### src/design/swsr_pkg.sv
// swsr_pkg: shared types, constants and helpers for the stream word search/replace block
// no dependencies; imported by every module of the block
`default_nettype none

package swsr_pkg;

  localparam int MAX_PATTERN_DEF = 8;
  localparam int COUNT_BITS_DEF  = 16;
  localparam int RESULT_LIMIT    = 16;
  localparam int CFG_DATA_W      = 64;
  localparam int CFG_IDX_W       = 3;
  localparam int MATCH_W         = 16;

  localparam logic [7:0] UNDERSCORE = 8'h5F;

  typedef enum logic [CFG_IDX_W-1:0] {
    REG_SEARCH_PATTERN  = 3'd0,
    REG_SEARCH_LENGTH   = 3'd1,
    REG_REPLACE_PATTERN = 3'd2,
    REG_REPLACE_LENGTH  = 3'd3,
    REG_MATCH_ANYWHERE  = 3'd4
  } cfg_reg_t;

  typedef struct packed {
    logic [7:0] data_byte;
    logic       stream_end;
  } in_item_t;

  typedef struct packed {
    logic [7:0]         out_byte;
    logic               byte_valid;
    logic               last_of_stream;
    logic [MATCH_W-1:0] match_count;
  } out_item_t;

  // request from the window control to the output queue
  typedef struct packed {
    logic      push;
    logic      held;
    logic      seal;
    out_item_t item;
  } oq_req_t;

  function automatic logic is_word(input logic [7:0] b);
    logic r;
    r = (b != UNDERSCORE) &&
        (b inside {[8'h30:8'h39], [8'h41:8'h5A], [8'h61:8'h7A]});
    return r;
  endfunction

endpackage

`default_nettype wire

### src/design/stream_word_search_replace_top.sv
// stream_word_search_replace_top: byte stream search and replace, whole-word or anywhere
// depends on swsr_pkg, swsr_cell, swsr_outq
`default_nettype none

// Bytes enter one per cycle while in_stall is low, into a row of MAX_PATTERN+1 window cells;
// each cell compares its byte with its pattern byte, and one decision on the head of the
// window is made per cycle while the output queue can take an item. A match with a
// replacement longer than one byte holds the input while the replacement bytes leave one
// per cycle. On the final byte of a stream the input is held while the window drains, one
// decision or replacement byte per cycle, and then the stream is closed. Results pass
// through a pending slot and then the output register; the output register lets a new
// byte be taken while a result waits.

module stream_word_search_replace_top import swsr_pkg::*; #(
  parameter int MAX_PATTERN = MAX_PATTERN_DEF,
  parameter int COUNT_BITS  = COUNT_BITS_DEF
) (
  input  logic                 clk,
  input  logic                 rst,
  input  logic                 cfg_write,
  input  logic [CFG_IDX_W-1:0] cfg_index,
  input  logic [CFG_DATA_W-1:0] cfg_data,
  input  logic                 in_valid,
  output logic                 in_stall,
  input  in_item_t             in_data,
  output logic                 out_valid,
  input  logic                 out_stall,
  output out_item_t            out_data
);

  localparam int NCELL = MAX_PATTERN + 1;
  localparam int FW    = $clog2(NCELL + 1);
  localparam int IW    = (MAX_PATTERN > 1) ? $clog2(MAX_PATTERN) : 1;
  localparam int SW    = $clog2(RESULT_LIMIT + 1);
  localparam int BW    = SW + 2;

  logic [CFG_DATA_W-1:0] search_pattern;
  logic [3:0]            search_length;
  logic [CFG_DATA_W-1:0] replace_pattern;
  logic [3:0]            replace_length;
  logic                  match_anywhere;

  logic [FW-1:0]         fill;
  logic [FW-1:0]         emit_cnt;
  logic [IW-1:0]         emit_idx;
  logic                  end_active;
  logic                  step_live;
  logic [SW-1:0]         step_n;
  logic [COUNT_BITS-1:0] tally;
  logic                  prev_word;

  logic [FW-1:0]         len_e;
  logic [FW-1:0]         rlen_e;
  logic [7:0]            win [NCELL];
  logic [7:0]            din [NCELL];
  logic [NCELL-1:0]      eq;
  logic [NCELL-1:0]      word;
  logic [NCELL-1:0]      ld;

  logic                  emitting;
  logic                  win_pend;
  logic                  dec_pend;
  logic                  cmp_ok;
  logic                  word_len;
  logic                  word_last;
  logic                  budget_ok;
  logic                  hit;
  logic                  can_push;
  logic                  do_emit;
  logic                  do_dec;
  logic                  do_done;
  logic                  q_emit;
  logic                  q_dec;
  logic                  ready;
  logic                  accept;
  logic [FW-1:0]         drop;
  logic [FW-1:0]         app_pos;
  logic [COUNT_BITS-1:0] tally_upd;
  logic [IW-1:0]         rep_idx;
  logic [7:0]            rep_byte;
  logic [MATCH_W-1:0]    cnt16;
  oq_req_t               req;

  // configuration registers
  always_ff @(posedge clk) begin
    if (rst) begin
      search_pattern  <= '0;
      search_length   <= 4'd1;
      replace_pattern <= '0;
      replace_length  <= 4'd0;
      match_anywhere  <= 1'b0;
    end else if (cfg_write) begin
      case (cfg_index)
        REG_SEARCH_PATTERN:  search_pattern  <= cfg_data;
        REG_SEARCH_LENGTH:   search_length   <= cfg_data[3:0];
        REG_REPLACE_PATTERN: replace_pattern <= cfg_data;
        REG_REPLACE_LENGTH:  replace_length  <= cfg_data[3:0];
        REG_MATCH_ANYWHERE:  match_anywhere  <= cfg_data[0];
        default: ;
      endcase
    end
  end

  always_comb begin
    if (search_length == 4'd0) begin
      len_e = FW'(1);
    end else if (search_length > 4'(MAX_PATTERN)) begin
      len_e = FW'(MAX_PATTERN);
    end else begin
      len_e = FW'(search_length);
    end
    if (replace_length > 4'(MAX_PATTERN)) begin
      rlen_e = FW'(MAX_PATTERN);
    end else begin
      rlen_e = FW'(replace_length);
    end
  end

  // window cells
  for (genvar gi = 0; gi < NCELL; gi++) begin : g_cell
    logic [7:0] pat_b;
    if (gi < MAX_PATTERN) begin : g_pat
      assign pat_b = search_pattern[8*gi +: 8];
    end else begin : g_nopat
      assign pat_b = 8'h00;
    end
    swsr_cell u_cell (
      .clk  (clk),
      .ld   (ld[gi]),
      .din  (din[gi]),
      .pat  (pat_b),
      .data (win[gi]),
      .eq   (eq[gi]),
      .word (word[gi])
    );
  end

  // head decision
  always_comb begin
    cmp_ok    = 1'b1;
    word_len  = 1'b0;
    word_last = 1'b0;
    for (int i = 0; i < MAX_PATTERN; i++) begin
      if (FW'(i) < len_e && !eq[i]) begin
        cmp_ok = 1'b0;
      end
      if (len_e == FW'(i + 1)) begin
        word_last = word[i];
      end
    end
    for (int j = 0; j < NCELL; j++) begin
      if (len_e == FW'(j)) begin
        word_len = word[j];
      end
    end
  end

  // decisions run only inside a step opened by an accepted byte
  assign emitting  = (emit_cnt != '0);
  assign win_pend  = (fill != '0) && (end_active || fill > len_e);
  assign dec_pend  = step_live && win_pend;
  assign budget_ok = (BW'(step_n) + BW'(rlen_e) + BW'(fill - len_e)) <= BW'(RESULT_LIMIT);
  assign hit       = (fill >= len_e) && budget_ok && cmp_ok &&
                     (match_anywhere || (!prev_word && !(fill > len_e && word_len)));

  assign do_emit = emitting && can_push;
  assign do_dec  = !emitting && dec_pend && can_push;
  assign do_done = !emitting && !dec_pend && end_active && (step_n != '0 || can_push);

  assign q_emit = (emit_cnt == FW'(1)) && !dec_pend;
  assign q_dec  = hit ? (rlen_e <= FW'(1) && (fill - len_e) <= len_e)
                      : ((fill - FW'(1)) <= len_e);
  assign ready  = !end_active &&
                  ((!emitting && !dec_pend) || (do_emit && q_emit) || (do_dec && q_dec));
  assign in_stall = !ready;
  assign accept   = in_valid && ready;

  assign drop    = do_dec ? (hit ? len_e : FW'(1)) : '0;
  assign app_pos = fill - drop;

  assign tally_upd = (do_dec && hit && tally != '1) ? tally + COUNT_BITS'(1) : tally;

  if (COUNT_BITS >= MATCH_W) begin : g_cnt_wide
    assign cnt16 = tally_upd[MATCH_W-1:0];
  end else begin : g_cnt_narrow
    assign cnt16 = {{(MATCH_W - COUNT_BITS){1'b0}}, tally_upd};
  end

  assign rep_idx  = do_emit ? emit_idx : '0;
  assign rep_byte = replace_pattern[{rep_idx, 3'b000} +: 8];

  // window shift and append
  always_comb begin
    for (int i = 0; i < NCELL; i++) begin
      ld[i]  = 1'b0;
      din[i] = in_data.data_byte;
      if (accept && app_pos == FW'(i)) begin
        ld[i] = 1'b1;
      end else begin
        for (int j = 1; j < NCELL - i; j++) begin
          if (drop == FW'(j)) begin
            ld[i]  = 1'b1;
            din[i] = win[i + j];
          end
        end
      end
    end
  end

  // item toward the output queue
  always_comb begin
    req                     = '0;
    req.item.match_count    = cnt16;
    req.item.byte_valid     = 1'b1;
    req.held                = end_active;
    if (do_emit) begin
      req.push          = 1'b1;
      req.item.out_byte = rep_byte;
    end else if (do_dec) begin
      if (hit) begin
        req.push          = (rlen_e != '0);
        req.item.out_byte = rep_byte;
      end else begin
        req.push          = 1'b1;
        req.item.out_byte = win[0];
      end
    end else if (do_done) begin
      req.held = 1'b0;
      if (step_n == '0) begin
        req.push                = 1'b1;
        req.item.byte_valid     = 1'b0;
        req.item.last_of_stream = 1'b1;
      end else begin
        req.seal = 1'b1;
      end
    end
  end

  swsr_outq u_outq (
    .clk       (clk),
    .rst       (rst),
    .req       (req),
    .can_push  (can_push),
    .out_valid (out_valid),
    .out_stall (out_stall),
    .out_data  (out_data)
  );

  always_ff @(posedge clk) begin
    if (rst) begin
      fill       <= '0;
      emit_cnt   <= '0;
      emit_idx   <= '0;
      end_active <= 1'b0;
      step_live  <= 1'b0;
      step_n     <= '0;
      tally      <= '0;
      prev_word  <= 1'b0;
    end else begin
      fill <= app_pos + (accept ? FW'(1) : FW'(0));
      if (accept) begin
        step_live <= 1'b1;
      end else if (!emitting && !win_pend) begin
        step_live <= 1'b0;
      end
      if (do_emit) begin
        emit_cnt <= emit_cnt - FW'(1);
        emit_idx <= emit_idx + IW'(1);
      end else if (do_dec && hit && rlen_e != '0) begin
        emit_cnt <= rlen_e - FW'(1);
        emit_idx <= IW'(1);
      end
      if (do_dec) begin
        tally     <= tally_upd;
        prev_word <= hit ? word_last : word[0];
      end
      if (accept) begin
        step_n <= '0;
      end else if (req.push) begin
        step_n <= step_n + SW'(1);
      end
      if (accept && in_data.stream_end) begin
        end_active <= 1'b1;
      end
      if (do_done) begin
        end_active <= 1'b0;
        fill       <= '0;
        tally      <= '0;
        prev_word  <= 1'b0;
      end
    end
  end

endmodule

`default_nettype wire

### src/design/swsr_cell.sv
// swsr_cell: one byte of the lookahead window with its pattern compare and word class
// depends on swsr_pkg
`default_nettype none

module swsr_cell import swsr_pkg::*; (
  input  logic       clk,
  input  logic       ld,
  input  logic [7:0] din,
  input  logic [7:0] pat,
  output logic [7:0] data,
  output logic       eq,
  output logic       word
);

  logic [7:0] held_byte;

  always_ff @(posedge clk) begin
    if (ld) begin
      held_byte <= din;
    end
  end

  assign data = held_byte;
  assign eq   = (held_byte == pat);
  assign word = is_word(held_byte);

endmodule

`default_nettype wire

### src/design/swsr_outq.sv
// swsr_outq: pending slot plus output register; holds the newest item of a closing stream
// depends on swsr_pkg
`default_nettype none

module swsr_outq import swsr_pkg::*; (
  input  logic      clk,
  input  logic      rst,
  input  oq_req_t   req,
  output logic      can_push,
  output logic      out_valid,
  input  logic      out_stall,
  output out_item_t out_data
);

  logic      pend_valid;
  logic      pend_held;
  out_item_t pend_item;
  logic      out_free;
  logic      pend_move;

  assign out_free  = !out_valid || !out_stall;
  assign can_push  = !pend_valid || out_free;
  assign pend_move = pend_valid && out_free && (!pend_held || req.push);

  always_ff @(posedge clk) begin
    if (rst) begin
      pend_valid <= 1'b0;
      pend_held  <= 1'b0;
      out_valid  <= 1'b0;
    end else begin
      out_valid <= pend_move || (out_valid && out_stall);
      if (req.push) begin
        pend_valid <= 1'b1;
        pend_held  <= req.held;
      end else if (pend_move) begin
        pend_valid <= 1'b0;
      end
      if (req.seal) begin
        pend_held <= 1'b0;
      end
    end
  end

  always_ff @(posedge clk) begin
    if (pend_move) begin
      out_data <= pend_item;
    end
    if (req.push) begin
      pend_item <= req.item;
    end else if (req.seal) begin
      pend_item.last_of_stream <= 1'b1;
    end
  end

endmodule

`default_nettype wire

### config.mk
export PLATFORM = sky130hd
export DESIGN_NAME = stream_word_search_replace_top
export DESIGN_NICKNAME = d
export VERILOG_FILES = /design/src/design/swsr_pkg.sv /design/src/design/stream_word_search_replace_top.sv /design/src/design/swsr_cell.sv /design/src/design/swsr_outq.sv
export SDC_FILE = /design/constraint.sdc
export NUM_CORES = 1
export LEC_CHECK = 0
export BUFFER_PORTS_ARGS = -buffer_cell sky130_fd_sc_hd__buf_2
export CORE_MARGIN = 10
export CORE_UTILIZATION = 38
export DETAILED_ROUTE_END_ITERATION = 12
export PLACE_DENSITY = 0.57
export SYNTH_ARGS = -nofsm -noshare
export SYNTH_HDL_FRONTEND = slang
export SYNTH_SLANG_ARGS = --single-unit
export TNS_END_PERCENT = 30
### constraint.sdc
create_clock -name clk -period 7.2 [get_ports clk]
set_input_delay 1.08 -clock clk [delete_from_list [all_inputs] [get_ports clk]]
set_output_delay 1.08 -clock clk [all_outputs]
set_load 0.01 [all_outputs]
==> flow_summary.ini <==
[outcome]
status = complete, no violations

[sta]
period_minus_slack_ns = 6.77
fin_crit_sh = 0.940
timing.setup.tns_ns = 0
setup_viol = 0
rsz0062_at_grt = no
hold_viol = 0
relSlewSlack = 0.185
max_clock_freq_ghz = 0.148
slew_violations = 0
worst_slew_pin_slew_ns = 1.22
skew_ns = 0.0194

[critical_path]
worstReg2RegStart = search_length[2]$_SDFFE_PP0P_
worstSetupPathType = reg2reg
timing.rr.end = g_cell[7].u_cell.data[3]$_DFFE_PP_
required_ns = 7.50
start_kind = flop
worstPathArrival_ns = 7.07
crit_path_end_kind = flop
worst-path-max-fanout = 16
r2r_cells = 26
rrSetupSlack_ns = 0.43
slowest_stage = fa_1
slowest_delay_ns = 0.48

[layout]
fin_nets = 2147
ff_latch_area_sq_mm = 0.00723
multiInputGateArea_sq_mm = 0.00912
final_cell_area_sq_mm = 0.0194
drive_gt1_frac = 0.138
syn2layout_area_growth_pct = 13.9
fillers = 4402
antennaDiodeCount = 0
utilization = 0.438

[synthesis]
ys.flop_type = dfxtp_1
synth_fp_nets = 2103
synth-edff-count = 124
yosysWarnings = 0
synth_cell_types = 84
synthArstFlopShare = 0
synth.avg_cell_area_sq_um = 8.61
synth-seq-area-share = 0.424
synthCells = 1982
netlist_area_sq_mm = 0.0171
ys_ff_latch = 299

[route]
detail_route.vias_per_cell = 6.01
wl_per_cell_microns = 24.8
first_iter_violations = 2024
final_antenna_net_count = 0
drt_wl_total_microns = 65500
drcViolationCount = 0
vias = 15881
drt_pass1_iterations = 6

[clocking]
clk_latency_ns = 0.56
holdBufCountCts = 0
cts.sinks = 299
clk_pin_slew_worst_paths_ns = 0.06
cts_tree = built
clock_path_buffers = 3
cts_max_level = 2
cts.root.buffer_cell = clkbuf_16
numCtsBuffers = 36

[global_routing]
grt_pass1_wl_microns = 97300
grt_max_degree = 103
antenna_found_initial = 0
grt_pass1_vias = 15448
grt-ovfl-total = 0
track_usage = 0.236

[die]
rows = 77
core_area_sq_mm = 0.0443
ios = 109
die_height_microns = 232
start_util = 0.385
die_w_microns = 232
dieArea_sq_mm = 0.0538

[place]
place_area_sq_mm = 0.0182
io_buffers = 108
gp_congestion = 0.999
hpwlAfterDp_microns = 46000

[worst_hold_path]
worstHoldPathType = reg2reg
hold_path_depth = 0
min_to = u_outq.out_data[2]$_DFFE_PP_
worstHoldStart = u_outq.pend_item[2]$_DFFE_PP_

[pwr]
power_mw = 5.25
power_density_mw_per_mm2 = 270
leakagePower_nw = 7.15
peakVddDrop_mv = 0.167

[job]
drv_cap = 0
## cells in the mapped netlist (4+ instances only)
| master | count | area [sq um] |
|---|---|---|
| o22ai_1 | 73 | 457 |
| a21oi_1 | 230 | 1150 |
| edfxtp_1 | 124 | 3720 |
| o221ai_1 | 20 | 175 |
| o21ai_0 | 79 | 395 |
| xnor2_1 | 40 | 350 |
| a211o_1 | 4 | 35.0 |
| nand3_1 | 44 | 220 |
| ha_1 | 33 | 413 |
| a22o_1 | 12 | 105 |
| and2_1 | 6 | 37.5 |
| nor2_1 | 138 | 518 |
| a222oi_1 | 9 | 90.1 |
| a2bb2oi_1 | 12 | 105 |
| buf_1 | 6 | 22.5 |
| o21a_1 | 7 | 52.6 |
| dfxtp_1 | 175 | 3500 |
| a211oi_1 | 17 | 128 |
| nand4_1 | 18 | 113 |
| and4_1 | 5 | 43.8 |
| inv_1 | 49 | 184 |
| o211a_1 | 4 | 40.0 |
| clkbuf_1 | 145 | 544 |
| fa_1 | 7 | 140 |
| a22oi_1 | 8 | 60.1 |
| buf_2 | 7 | 35.0 |
| nand2_1 | 376 | 1410 |
| xor2_1 | 55 | 482 |
| nor2b_1 | 25 | 156 |
| nand2b_1 | 4 | 25.0 |
| or3_1 | 18 | 113 |
| and3_1 | 10 | 62.6 |
| nor4_1 | 21 | 131 |
| or4_1 | 9 | 67.6 |
| a21o_1 | 12 | 90.1 |
| mux4_2 | 17 | 383 |
| a221o_1 | 10 | 100 |
| a31oi_1 | 10 | 62.6 |
| mux2_1 | 8 | 90.1 |
| a221oi_1 | 9 | 78.8 |
| nor3_1 | 14 | 70.1 |
| a31o_2 | 5 | 43.8 |
| mux2i_1 | 40 | 400 |
## area by class of cell
type | count | share of cell area
Sequential cell | 299 | 0.372
Timing Repair Buffer | 166 | 0.0504
Tap cell | 592 | 0.0381
Inverter | 52 | 0.0100
Clock inverter | 15 | 0.00805
Clock buffer | 49 | 0.0521
Multi-Input combinational cell | 1471 | 0.469
## cells by family (layout without fill, tap and decap cells)
family | Yosys count | after routing | synth area share
AND/OR/NAND/NOR | 708 | 708 | 0.185
AO/OA/AOI/OAI | 560 | 560 | 0.209
flip-flops | 299 | 299 | 0.424
buffers and inverters | 212 | 282 | 0.0476
XOR/XNOR | 96 | 96 | 0.0497
multiplexers | 67 | 67 | 0.0525
adder cells (fa/ha/maj) | 40 | 40 | 0.0324
## metrics by stage
step	worst slack [ns]	cells	hold WS, ns
2_1_floorplan	0.0445	1982	0.400
3_3_place_gp	0.468	2577	0.402
3_5_place_dp	0.269	2577	0.405
4_1_cts	0.228	2641	0.420
5_1_grt	0.0519	2644	0.425
6_report	0.431	2644	0.419
## power by group
group	total [mW]	internal, mW	leakage [nW]	switching [mW]
Clock	1.81	1.07	0.575	0.742
Combinational	1.27	0.484	3.98	0.782
Sequential	2.18	2.03	2.59	0.145
## routing by layer
layer  track usage  wire (microns)  vias to the layer above
li1              -               -                     7226
met1         0.300           26200                     7606
met2         0.369           29400                      851
met3        0.0589            6640                      198
met4         0.117            3200                        0
met5             0               0                        -
## worst max-delay path: cells and delay by family (launching register included)
family / cells / cell delay (ns)
AOI/OAI and AO/OA: 6 / 1.18
xor gates and xnor gates: 3 / 0.58
adders and majority gates: 4 / 1.43
buffers and inverters: 4 / 0.42
DFF: 1 / 0.35
muxes: 1 / 0.36
and+or+nand+nor: 8 / 2.17
## placed cells by master, fill, tap and decap left out, types with 20 or more instances in the layout
cell / instances
mux2i_1: 40
nor4_1: 20
edfxtp_1: 124
xnor2_1: 39
o21ai_0: 78
buf_2: 107
xor2_1: 54
inv_1: 49
a21oi_1: 229
nand3_1: 43
o22ai_1: 73
buf_4: 59
o221ai_1: 20
dfxtp_1: 174
nor2b_1: 25
nand2_1: 374
nor2_1: 135
ha_1: 33
clkbuf_16: 38
## timing repair
action	4_1_cts	5_1_grt
buffers inserted	0	3
endpoints found under the setup margin	0	95
gates resized for setup	0	10
## registers in the layout, summed over array words and instances, names as in the netlist, 4 cells and up
name and cells:
search_length 4, step_n 5, tally 16, u_outq.pend_item 26
u_outq.out_data 26, g_cell.u_cell.data 72, fill 4, search_pattern 64
emit_cnt 4, replace_pattern 64, replace_length 4
## how the worst max path moves through the flow
stage                                               to                          start  depth (start not counted)  slack (ns)
floorplan           g_cell[6].u_cell.data[6]$_DFFE_PP_  search_length[3]$_SDFFE_PP0P_                         32        0.04
global placement    g_cell[6].u_cell.data[6]$_DFFE_PP_  search_length[3]$_SDFFE_PP0P_                         28        0.47
detailed placement  g_cell[6].u_cell.data[6]$_DFFE_PP_  search_length[3]$_SDFFE_PP0P_                         28        0.27
CTS                 g_cell[6].u_cell.data[6]$_DFFE_PP_  search_length[3]$_SDFFE_PP0P_                         28        0.23
global route        g_cell[7].u_cell.data[3]$_DFFE_PP_  search_length[1]$_SDFFE_PP0P_                         28        0.05
finish              g_cell[7].u_cell.data[3]$_DFFE_PP_  search_length[2]$_SDFFE_PP0P_                         26        0.43
(Power assumes the default switching activity.)
